--- config.mk ---
export PLATFORM = sky130hd
export DESIGN_NAME = pchc_channel
export DESIGN_NICKNAME = d
export VERILOG_FILES = /design/src/rtl/pchc_pkg.sv /design/src/rtl/pchc_channel.sv
export SDC_FILE = /design/constraint.sdc
export NUM_CORES = 1
export LEC_CHECK = 0
export BUFFER_PORTS_ARGS = -buffer_cell sky130_fd_sc_hd__buf_2
export CAP_MARGIN = 10
export CORE_MARGIN = 4
export CORE_UTILIZATION = 40
export CTS_CLUSTER_DIAMETER = 80
export DETAILED_ROUTE_END_ITERATION = 16
export PLACE_DENSITY = 0.73
export SKIP_LAST_GASP = 1
export SYNTH_ARGS = -nofsm -noshare
export SYNTH_HDL_FRONTEND = slang
export SYNTH_SLANG_ARGS = --single-unit
--- constraint.sdc ---
create_clock -name clk -period 6.37 [get_ports clk]
set_input_delay 0.9555 -clock clk [delete_from_list [all_inputs] [get_ports clk]]
set_output_delay 0.9555 -clock clk [all_outputs]
set_load 0.005 [all_outputs]
--- src/rtl/pchc_pkg.sv ---
// Shared types and constants of the four-channel pressure hysteresis controller.
// No dependencies; pchc_valve_delay, pchc_channel and the top level import this package.
`default_nettype none

package pchc_pkg;

  localparam int REG_W = 16;
  localparam int IDX_W = 3;

  // Configuration register indexes
  localparam logic [IDX_W-1:0] REG_VALVE_BASE = 3'd0;
  localparam logic [IDX_W-1:0] REG_VALVE_GAIN = 3'd1;
  localparam logic [IDX_W-1:0] REG_HYST_HF    = 3'd2;
  localparam logic [IDX_W-1:0] REG_HYST_HN    = 3'd3;
  localparam logic [IDX_W-1:0] REG_HYST_LN    = 3'd4;
  localparam logic [IDX_W-1:0] REG_HYST_LF    = 3'd5;
  localparam logic [IDX_W-1:0] REG_ZERO_LEVEL = 3'd6;
  localparam logic [IDX_W-1:0] REG_ZERO_HOLD  = 3'd7;

  // Item modes
  localparam logic [1:0] MODE_TICK       = 2'd0;
  localparam logic [1:0] MODE_SET_TARGET = 2'd1;
  localparam logic [1:0] MODE_LOOP_EN    = 2'd2;

  // Phase codes as reported on the result
  localparam logic [1:0] PH_CODE_IDLE    = 2'd0;
  localparam logic [1:0] PH_CODE_INFLATE = 2'd1;
  localparam logic [1:0] PH_CODE_DEFLATE = 2'd2;

  // Divide by 100: quarter the value, then multiply by ceil(2^34 / 25) and keep bits 34 up.
  // Exact for any dividend below 2^31.
  localparam int DIV_SHIFT = 34;
  localparam longint unsigned DIV_RECIP_L = ((64'd1 << DIV_SHIFT) + 64'd24) / 64'd25;
  localparam logic [29:0] DIV_RECIP = DIV_RECIP_L[29:0];

  typedef enum logic [2:0] {
    PH_IDLE    = 3'b001,
    PH_INFLATE = 3'b010,
    PH_DEFLATE = 3'b100
  } phase_t;

  typedef struct packed {
    logic [15:0]        valve_base;
    logic [15:0]        valve_gain;
    logic signed [7:0]  hyst_high_far;
    logic signed [7:0]  hyst_high_near;
    logic signed [7:0]  hyst_low_near;
    logic signed [7:0]  hyst_low_far;
    logic signed [7:0]  zero_level;
    logic [15:0]        zero_hold_time;
  } pchc_cfg_t;

  typedef struct packed {
    logic [1:0]         mode;
    logic [31:0]        now;
    logic signed [15:0] pressure_a;
    logic signed [15:0] pressure_b;
    logic signed [15:0] pressure_c;
    logic signed [15:0] pressure_d;
    logic               run_control;
    logic [1:0]         channel;
    logic [15:0]        target_value;
    logic               enable;
  } pchc_item_t;

  typedef struct packed {
    logic s1;
    logic s2;
    logic s3;
  } pchc_stage_en_t;

  typedef struct packed {
    logic        upd;
    logic [1:0]  mode;
    logic        ctl_tick;
    logic        set_sel;
    logic [31:0] now;
    logic [15:0] target_value;
  } pchc_chan_ctl_t;

  typedef struct packed {
    logic   pump;
    logic   valve;
    logic   done;
    phase_t phase;
  } pchc_chan_stat_t;

  function automatic logic [1:0] phase_code(phase_t ph);
    logic [1:0] code;
    case (ph)
      PH_INFLATE: code = PH_CODE_INFLATE;
      PH_DEFLATE: code = PH_CODE_DEFLATE;
      default:    code = PH_CODE_IDLE;
    endcase
    return code;
  endfunction

endpackage

`default_nettype wire

--- src/rtl/pchc_channel.sv ---
// State and next-state logic of one regulation channel: timers, hysteresis phase, clearing.
// Depends on pchc_pkg.
`default_nettype none

module pchc_channel
  import pchc_pkg::*;
(
  input  wire logic               clk,
  input  wire logic               rst,
  input  wire pchc_chan_ctl_t     ctl,
  input  wire logic signed [15:0] pressure,
  input  wire logic [31:0]        delay,
  input  wire pchc_cfg_t          cfg,
  output pchc_chan_stat_t         stat
);

  phase_t      phase, phase_next;
  logic        done, done_next;
  logic        pump, pump_next;
  logic        valve, valve_next;
  logic        vwait, vwait_next;
  logic        zwait, zwait_next;
  logic [15:0] target, target_next;
  logic [31:0] vdue, vdue_next;
  logic [31:0] zdue, zdue_next;

  logic signed [17:0] delta;
  logic signed [17:0] hf, hn, ln, lf;
  logic signed [15:0] zl;
  logic               vdue_hit, zdue_hit, p_low, clr;

  assign delta = {{2{pressure[15]}}, pressure} - {2'b00, target};
  assign hf    = {{10{cfg.hyst_high_far[7]}},  cfg.hyst_high_far};
  assign hn    = {{10{cfg.hyst_high_near[7]}}, cfg.hyst_high_near};
  assign ln    = {{10{cfg.hyst_low_near[7]}},  cfg.hyst_low_near};
  assign lf    = {{10{cfg.hyst_low_far[7]}},   cfg.hyst_low_far};
  assign zl    = {{8{cfg.zero_level[7]}},      cfg.zero_level};

  assign vdue_hit = $signed(ctl.now) >= $signed(vdue);
  assign zdue_hit = $signed(ctl.now) >= $signed(zdue);
  assign p_low    = pressure <= zl;

  always_comb begin
    phase_next  = phase;
    done_next   = done;
    pump_next   = pump;
    valve_next  = valve;
    vwait_next  = vwait;
    zwait_next  = zwait;
    target_next = target;
    vdue_next   = vdue;
    zdue_next   = zdue;
    clr         = 1'b0;

    case (ctl.mode)
      MODE_TICK: begin
        if (vwait && vdue_hit) begin
          vwait_next = 1'b0;
          valve_next = 1'b1;
        end
        if (zwait && zdue_hit) begin
          zwait_next = 1'b0;
          done_next  = 1'b1;
          if (phase != PH_IDLE) begin
            vwait_next = 1'b0;
            pump_next  = 1'b0;
            valve_next = 1'b0;
            phase_next = PH_IDLE;
          end
        end
        if (ctl.ctl_tick) begin
          case (phase_next)
            PH_INFLATE: begin
              if (delta >= hn) begin
                vwait_next = 1'b0;
                pump_next  = 1'b0;
                valve_next = 1'b0;
                phase_next = PH_IDLE;
                done_next  = 1'b1;
              end
            end
            PH_DEFLATE: begin
              if (delta <= ln) begin
                vwait_next = 1'b0;
                pump_next  = 1'b0;
                valve_next = 1'b0;
                phase_next = PH_IDLE;
                done_next  = 1'b1;
              end
              // Arm the zero hold even when the channel just went idle
              if (!zwait_next && p_low) begin
                zwait_next = 1'b1;
                zdue_next  = ctl.now + {16'd0, cfg.zero_hold_time};
              end
            end
            default: begin
              if (delta > hf && !done_next) begin
                vwait_next = 1'b0;
                pump_next  = 1'b0;
                valve_next = 1'b1;
                phase_next = PH_DEFLATE;
              end
              // Inflate wins over a deflate taken just above; the valve stays open
              if (delta < lf) begin
                pump_next  = 1'b1;
                vwait_next = 1'b1;
                vdue_next  = ctl.now + delay;
                phase_next = PH_INFLATE;
              end
            end
          endcase
        end
      end
      MODE_SET_TARGET: begin
        if (ctl.set_sel && ctl.target_value != target) begin
          target_next = ctl.target_value;
          clr         = 1'b1;
        end
      end
      MODE_LOOP_EN: begin
        clr = 1'b1;
      end
      default: ;
    endcase

    if (clr) begin
      done_next  = 1'b0;
      vwait_next = 1'b0;
      zwait_next = 1'b0;
      if (phase != PH_IDLE) begin
        pump_next  = 1'b0;
        valve_next = 1'b0;
        phase_next = PH_IDLE;
      end
    end
  end

  always_ff @(posedge clk) begin
    if (rst) begin
      phase  <= PH_IDLE;
      done   <= 1'b0;
      pump   <= 1'b0;
      valve  <= 1'b0;
      vwait  <= 1'b0;
      zwait  <= 1'b0;
      target <= 16'd0;
    end else if (ctl.upd) begin
      phase  <= phase_next;
      done   <= done_next;
      pump   <= pump_next;
      valve  <= valve_next;
      vwait  <= vwait_next;
      zwait  <= zwait_next;
      target <= target_next;
    end
  end

  // Due times are only read while their wait flag is set
  always_ff @(posedge clk) begin
    if (ctl.upd) begin
      vdue <= vdue_next;
      zdue <= zdue_next;
    end
  end

  assign stat.pump  = pump;
  assign stat.valve = valve;
  assign stat.done  = done;
  assign stat.phase = phase;

endmodule

`default_nettype wire

# Word-level counts from Yosys, hierarchy flattened
# Index checks and enable logic that the tools add are counted.
dict set report totals {
  register_bits 88
  in_bits 191
  output_inout_bits 6
}
dict set report op_classes {
  add_sub_neg 3
  n_lt_le_gt_ge 7
  eq_ne 6
  n_mux 62
  n_bitwise 1
  n_reduce_logical 14
}
# op n
set ops {}
lappend ops {{32-bit greater-or-equal comparator} 2}
lappend ops {{1-bit 2-to-1 mux} 45}
lappend ops {{3-bit 2-to-1 mux} 11}
lappend ops {{32-bit by 16-bit adder with 32-bit output} 1}
lappend ops {{32-bit adder} 1}
lappend ops {{18-bit by 8-bit greater-or-equal comparator with 1-bit output} 1}
lappend ops {{18-bit by 8-bit greater-than comparator with 1-bit output} 1}
lappend ops {{18-bit by 8-bit <= comparator with 1-bit output} 1}
lappend ops {{18-bit by 8-bit < comparator with 1-bit output} 1}
lappend ops {{16-bit by 17-bit subtractor with 18-bit output} 1}
lappend ops {{16-bit by 8-bit <= comparator with 1-bit output} 1}
lappend ops {{16-bit inequality test} 1}
lappend ops {{1-bit case mux with 2 select lines} 5}
lappend ops {{5-bit AND reduction} 2}
lappend ops {{3-bit case mux with 2 select lines} 1}
lappend ops {{1-bit logical AND} 5}
lappend ops {{3-bit by 2-bit equality test with 1-bit output (second input constant)} 1}
lappend ops {{3-bit equality test (second input constant)} 1}
lappend ops {{3-bit by 1-bit inequality test with 1-bit output (second input constant)} 1}
lappend ops {{3-bit AND reduction} 1}
lappend ops {{2-bit by 1-bit equality test with 1-bit output (second input constant)} 1}
lappend ops {{2-bit equality test (second input constant)} 1}
lappend ops {{1-bit zero test} 2}
lappend ops {{2-bit zero test} 1}
lappend ops {{other kinds (4)} 4}

# Logic depth before layout (Yosys ltp)
# Gate-level depths: netlist of run 1.
dict set report logic_depth {
  depth_word 13
  ltp_mapped 22
}

# Least setup slack after synthesis of run 1
# No wires, ideal clock.
dict set report synth_timing {
  path_type {input -> register}
  startpoint {input pressure[0]}
  endpoint {register vdue[0], enable pin}
  setup_time_ps 387
  t_arrival_ps 5558
  required_time_ps 5983
  path_slack_ps 426
  cell_stages 19
  cell_sequence {inv_1 ha_1 fa_1 nor2b_1 o21ai_0 nand2b_1 a21o_1 a31o_2 a2111oi_2 nor3_1 o211a_1 a2111oi_0 ha_1 a211o_1 a2111oi_0 a221o_1 o211a_1 nand2_1 inv_1}
}
dict set report synth_via {
  elab_chain_len 3
}
# element line
set synth_rtl {}
lappend synth_rtl {{start: declaration} pchc_channel.sv:11} ;# input wire logic signed [15:0] pressure,
lappend synth_rtl {{16-bit by 17-bit subtractor with 18-bit output} pchc_channel.sv:32} ;# assign delta = {{2{pressure[15]}}, pressure} - {2'b00, target};
lappend synth_rtl {{18-bit by 8-bit < comparator with 1-bit output} pchc_channel.sv:104} ;# if (delta < lf) begin
lappend synth_rtl {{5-bit AND reduction (no line)} n/a}
lappend synth_rtl {{end signal: assignment} pchc_channel.sv:161} ;# vdue <= vdue_next;
lappend synth_rtl {{end: declaration} pchc_channel.sv:24} ;# logic [31:0] vdue, vdue_next;
# No other way between the ends.
# A chain may end at the register's enable or synchronous reset.

# Worst setup path after layout of run 1
dict set report layout_timing {
  startpoint {input pressure[0]}
  endpoint {register pump}
}
dict set report layout_via {
  elab_chain_len 10
  elab_cells_between_ends 15
  classes_between {add/sub (1); order compare (4); mux (9); reduce/logical (1)}
}
# element line
set layout_rtl {}
lappend layout_rtl {{16-bit by 17-bit subtractor with 18-bit output (*)} pchc_channel.sv:32}
lappend layout_rtl {{18-bit by 8-bit greater-than comparator with 1-bit output} pchc_channel.sv:97} ;# if (delta > hf && !done_next) begin
lappend layout_rtl {{1-bit logical AND} pchc_channel.sv:97}
lappend layout_rtl {{1-bit 2-to-1 mux} pchc_channel.sv:97}
lappend layout_rtl {{1-bit 2-to-1 mux} pchc_channel.sv:104}
lappend layout_rtl {{1-bit case mux with 2 select lines (*)} pchc_channel.sv:72} ;# case (phase_next)
lappend layout_rtl {{1-bit 2-to-1 mux (*)} pchc_channel.sv:71} ;# if (ctl.ctl_tick) begin
lappend layout_rtl {{1-bit 2-to-1 mux (*)} pchc_channel.sv:55} ;# case (ctl.mode)
lappend layout_rtl {{1-bit 2-to-1 mux} pchc_channel.sv:130} ;# if (phase != PH_IDLE) begin
lappend layout_rtl {{1-bit 2-to-1 mux (*)} pchc_channel.sv:126} ;# if (clr) begin
lappend layout_rtl {{end signal: assignment} pchc_channel.sv:150} ;# pump <= pump_next;
lappend layout_rtl {{end: declaration} pchc_channel.sv:19} ;# logic pump, pump_next;
# Mark *: on every way between the ends. The rest lies on a longest branch, timed or not.

==> results.json, run 1 <==
{
  "worstMarginPinSlew_ns": 1.13,
  "syn-num-nets": 1593,
  "worstPathMaxFanout": 4,
  "viasPerCell": 5.46,
  "die_area_mm2": 0.0285,
  "synth_top_area_share_pct": 26.4,
  "status": "completed",
  "dp_slack_ns": 0.480,
  "crit_type": "in -> reg",
  "arrival_ns": 5.78,
  "first_pass_iters": 5,
  "clkSinkCount": 88,
  "grt.total_usage_pct": 17.8,
  "design_area_mm2": 0.0118,
  "yosys-top-cells-area": "ha_1 26%, edfxtp_1 19%, inv_1 5.8%, dfxtp_1 4.7%, xnor2_1 4.2%",
  "hpwlAfterDp_um": 22300,
  "max_slew_margin_pct": 23.8,
  "cp.required_ns": 6.58,
  "synth_common_cells": "218 x ha_1, 159 x inv_1, 81 x a21oi_1",
  "finalSetupViolCount": 0,
  "grt_overflow": 0,
  "grt_start_max_net_pins": 33,
  "synth_edf_count": 64,
  "layout-drive-gt1-share_pct": 15.0,
  "avgRoutedWirePerCell_um": 15.4,
  "cts_tree": "done",
  "pin_count": 197,
  "syn_inst": 1181,
  "routed-wl-met2_um": 12800,
  "peakVddDrop_mv": 0.121,
  "met3WireLength_um": 1310,
  "endpoint_kind": "flop",
  "holdWs_ns": 0.531,
  "core_area_mm2": 0.0253,
  "clk_pin_slew_ns": 0.06,
  "wl_um": 26000,
  "cts_root_buffer": "clkbuf_16",
  "final_util_pct": 46.7,
  "drt_iter0_markers": 485,
  "clock.fmax_mhz": 179,
  "highest_layer": "met5",
  "critPathBufInv": 3,
  "die_w_um": 169,
  "skew_ns": 0.00720,
  "worstSkewPairLatency_ns": 0.34,
  "crit_family": "compound AO/OA/AOI/OAI gates",
  "area_growth_pct": 14.6,
  "h-tree-depth": 3,
  "nFillCells": 2407,
  "worstSetupStartpointType": "input pin",
  "grt_pass1_vias": 8806,
  "yosysMostFrequentCell": "ha_1",
  "hp-class": "reg -> reg",
  "setup_tns_ns": 0,
  "die_y_um": 169,
  "synth.avg_cell_area_um2": 8.74,
  "power.leakage_nw": 5.85,
  "synth_simple_gate_area_share_pct": 15.0,
  "critical-path-slowest-cell": "nor4_1",
  "ys_warn_count": 0,
  "post_dp_cell_area_mm2": 0.0115,
  "synth_xor_area_share_pct": 6.95,
  "cts_made_buffers": 9,
  "postCtsHoldBufs": 0,
  "ant_nets": 0,
  "rsz0062_at_grt": "no",
  "synthMuxAreaShare_pct": 1.55,
  "grt_pass1_wl_um": 41800,
  "power.total_mw": 1.88,
  "postCtsResizedCells": 0,
  "synth_area_leader_cell": "ha_1",
  "powerDensity_mw_per_mm2": 159,
  "synth_cell_type_count": 72,
  "clock_path_buffers": 2,
  "antenna_found_initial": 3,
  "drv_slew": 0,
  "crit_path_max_incr_delay_ns": 0.44,
  "synth_top_family_by_area": "adder cells",
  "rows": 58,
  "path_cells": "buf_2 > inv_1 > ha_1 > fa_1 > nor2b_1 > o21ai_0 > nand2b_1 > a21o_1 > a31o_2 > a2111oi_2 > nor3_1 > o211a_1 > a2111oi_0 > buf_4 > ha_1 > nand4_1 > nor4_1 > o31a_1 > o31a_1 > nor2_1 > a211oi_1 > nand3b_1 > a41oi_1 > o21ai_0",
  "min_period_ns": 5.57,
  "hold_viol_final": 0,
  "ys_ff_latch": 88,
  "async_flop_share_pct": 0,
  "vias": 9166,
  "layout.nets": 1757,
  "post_cts_buffers": 0,
  "drc": 0,
  "portBuffers": 164,
  "synth-compound-area-share_pct": 19.8,
  "synthAdderAreaFrac_pct": 27.0,
  "fin_crit_sh_pct": 87.5,
  "multi_input_area_mm2": 0.00726,
  "finalNonFillerCells": 1680,
  "insertedDiodeCount": 0,
  "yosys_most_used_dff": "edfxtp_1",
  "start_util_pct": 40.8,
  "seq_area_mm2": 0.00240,
  "worst_slack_ns": 0.798,
  "synth-seq-area-share_pct": 23.3,
  "synth_area_mm2": 0.0103,
  "place.detailed.instances": 1664,
  "drv_cap": 0,
  "wl_met1_um": 11400,
  "gp_congestion": 0.915
}
area by class of cell:
type                            count  share of cell area, %
Multi-Input combinational cell    919                   61.4
Sequential cell                    88                   20.3
Timing Repair Buffer              168                   7.30
Inverter                          159                   5.04
Tap cell                          330                   3.49
Clock buffer                       10                   1.94
Clock inverter                      6                  0.571
worst min-delay path: stages, from the launching register on:
cell and delay [ns]:
dfxtp_1 0.33, nand3b_1 0.09, o41ai_1 0.06
kinds of logic (layout without fill, tap and decap cells):
| family | count (synthesis) | in the layout |
|---|---|---|
| adders and majority gates | 221 | 221 |
| xor gates and xnor gates | 82 | 82 |
| buffers and inverters | 174 | 343 |
| muxes | 16 | 16 |
| AOI/OAI and AO/OA | 298 | 298 |
| and+or+nand+nor | 302 | 302 |
| DFF | 88 | 88 |
routing by layer:
layer  up-vias  track usage, %
met3        33            2.50
li1       4675               -
met5         -               0
met1      4232            22.4
met4         6            4.20
met2       220            32.2
worst paths after layout:
kind | cells past startpoint | end | slack, ns | from
setup / recovery | 24 | pump | 0.80 | pressure[0]
hold / removal | 2 | zwait | 0.53 | zwait
setup reg to reg | 22 | pump | 1.17 | target[0]
hold reg to reg | 2 | zwait | 0.53 | zwait
sequential cells by signal (all words and copies together) (netlist names):
register	count
done	1
valve	1
vdue	32
pump	1
target	16
vwait	1
phase	3
zwait	1
zdue	32
power breakdown:
part / switching, mW / leakage (nW) / internal [mW] / total (mW)
registers: 0.00506 / 0.770 / 0.638 / 0.644
clock network: 0.226 / 0.136 / 0.306 / 0.532
logic: 0.390 / 4.94 / 0.311 / 0.700
total: 0.620 / 5.85 / 1.26 / 1.88
layout by cell type (no fill, tap or decap), types with 9 or more instances in the layout:
cell type    n
ha_1       218
and4_1       9
clkbuf_16    9
nand2_1     62
nor4_1      12
a211oi_1    17
edfxtp_1    64
nor2_1      74
nor2b_1     22
o21ai_0     47
nand4_1     25
a21oi_1     81
mux2i_1     16
and3_1      12
xnor2_1     49
a21o_1      44
nor3_1      13
nand3_1     33
xor2_1      33
a2111oi_0    9
buf_2      164
o21a_1      16
inv_1      159
dfxtp_1     24
(Power assumes the default switching activity.)
==> run 2, diff against run 1 <==
--- a/config.mk
+++ b/config.mk
@@ -8,10 +8,10 @@
 export BUFFER_PORTS_ARGS = -buffer_cell sky130_fd_sc_hd__buf_2
 export CAP_MARGIN = 10
 export CORE_MARGIN = 4
-export CORE_UTILIZATION = 40
+export CORE_UTILIZATION = 58
 export CTS_CLUSTER_DIAMETER = 80
 export DETAILED_ROUTE_END_ITERATION = 16
-export PLACE_DENSITY = 0.73
+export PLACE_DENSITY = 0.95
 export SKIP_LAST_GASP = 1
 export SYNTH_ARGS = -nofsm -noshare
 export SYNTH_HDL_FRONTEND = slang
==> results.json, run 2 (synthesis gave the netlist of run 1 again) <==
{
  "drv_slew": 0,
  "crit_family": "compound AO/OA/AOI/OAI gates",
  "power.leakage_nw": 5.84,
  "peakVddDrop_mv": 0.150,
  "clock_path_buffers": 2,
  "die_w_um": 141,
  "worstSkewPairLatency_ns": 0.34,
  "cp.required_ns": 6.37,
  "portBuffers": 164,
  "layout-drive-gt1-share_pct": 14.9,
  "viasPerCell": 6.01,
  "top_regs": "vdue (32), zdue (32), target (16)",
  "wl_um": 26300,
  "ant_nets": 0,
  "drc": 0,
  "grt_pass1_vias": 9253,
  "rsz0062_at_grt": "no",
  "die_y_um": 141,
  "postCtsHoldBufs": 0,
  "worstSetupStartpointType": "input pin",
  "die_area_mm2": 0.0200,
  "clock.fmax_mhz": 177,
  "avgRoutedWirePerCell_um": 16.7,
  "grt.total_usage_pct": 25.7,
  "cts_tree": "done",
  "rows": 48,
  "layout_common_cells": "218 x ha_1, 164 x buf_2, 159 x inv_1, 81 x a21oi_1, 74 x nor2_1",
  "endpoint_kind": "flop",
  "grt_pass1_wl_um": 42400,
  "clkSinkCount": 88,
  "vias": 9468,
  "worstMarginPinSlew_ns": 1.09,
  "cts_made_buffers": 9,
  "status": "completed",
  "path_cells": "buf_2 > inv_1 > ha_1 > fa_1 > nor2b_1 > o21ai_0 > nand2b_1 > a21o_1 > a31o_2 > a2111oi_2 > nor3_1 > o211a_1 > a2111oi_0 > buf_4 > ha_1 > a211o_1 > a2111oi_0 > a221o_1 > o211a_1 > nand2_1 > inv_1 > buf_4",
  "layout.nets": 1757,
  "critPathBufInv": 5,
  "skew_ns": 0.00884,
  "finalSetupViolCount": 0,
  "arrival_ns": 5.66,
  "area_growth_pct": 13.1,
  "hold_viol_final": 0,
  "grt_overflow": 0,
  "postCtsResizedCells": 0,
  "hp-class": "reg -> reg",
  "grt_start_max_net_pins": 33,
  "first_pass_iters": 6,
  "worst_slack_ns": 0.711,
  "post_cts_buffers": 0,
  "holdWs_ns": 0.541,
  "start_util_pct": 59.5,
  "antenna_found_initial": 0,
  "layout_commonest_cell": "ha_1",
  "gp_congestion": 0.950,
  "crit_type": "in -> reg",
  "pin_count": 197,
  "fin_crit_sh_pct": 88.8,
  "powerDensity_mw_per_mm2": 161,
  "dp_slack_ns": 0.433,
  "setup_tns_ns": 0,
  "critical-path-slowest-cell": "a2111oi_2",
  "cts_root_buffer": "clkbuf_16",
  "clk_pin_slew_ns": 0.06,
  "drv_cap": 0,
  "max_slew_margin_pct": 26.9,
  "hpwlAfterDp_um": 21700,
  "min_period_ns": 5.66,
  "crit_path_max_incr_delay_ns": 0.43,
  "drt_iter0_markers": 769,
  "core_area_mm2": 0.0174,
  "worstPathMaxFanout": 32,
  "h-tree-depth": 3
}
run 2: metrics by stage:
step                      power (mW)  util (%)  instance area, um2  instances
after CTS                       1.88      67.3               11700       1575
after global routing            2.00      67.3               11700       1575
after floorplan                 1.15         -               10300       1181
after global placement          1.31      65.6               11400       1559
after detailed placement        1.35      65.6               11400       1559
final                           1.88      67.3               11700       1576
run 2: final timing paths:
check | start | to | slack, ns | cells past startpoint
worst min-delay path | zwait | zwait | 0.54 | 2
worst min register to register | zwait | zwait | 0.54 | 2
worst max-delay path | pressure[0] | vdue[23] | 0.71 | 22
worst max register to register | target[0] | vdue[23] | 0.99 | 20
run 2: power breakdown:
part	total (mW)	switching (mW)	leakage (nW)	internal, mW
Clock	0.524	0.223	0.130	0.302
Combinational	0.715	0.401	4.94	0.314
Sequential	0.644	0.00529	0.770	0.639
Total	1.88	0.629	5.84	1.25
run 2: routing by layer:
layer | share of wire, % | track usage, % | vias to the layer above | wire length [um]
met2 | 50 | 47.0 | 387 | 13000
li1 | - | - | 4649 | -
met5 | 0 | 0 | - | 0
met3 | 6.6 | 2.83 | 65 | 1730
met1 | 41 | 31.5 | 4367 | 10900
met4 | 2.3 | 8.03 | 0 | 607
run 2: final cells by class:
type                            instances  area, um2
Tap cell                              225        282
Timing Repair Buffer                  168        851
Sequential cell                        88       2400
Inverter                              159        597
Fill cell                            1305       5670
Multi-Input combinational cell        919       7260
Clock buffer                           10        229
Antenna cell                            1       2.50
Clock inverter                          6       60.1
run 2: worst reg2reg max path, stage by stage (launching register included):
cell and delay [ns]:
dfxtp_1 0.46, ha_1 0.24, fa_1 0.23, nor2b_1 0.06, o21ai_0 0.19, nand2b_1 0.12, a21o_1 0.21, a31o_2 0.28
a2111oi_2 0.43, nor3_1 0.16, o211a_1 0.24, a2111oi_0 0.37, buf_4 0.22, ha_1 0.24, a211o_1 0.28, a2111oi_0 0.34
a221o_1 0.25, o211a_1 0.19, nand2_1 0.10, inv_1 0.06, buf_4 0.35
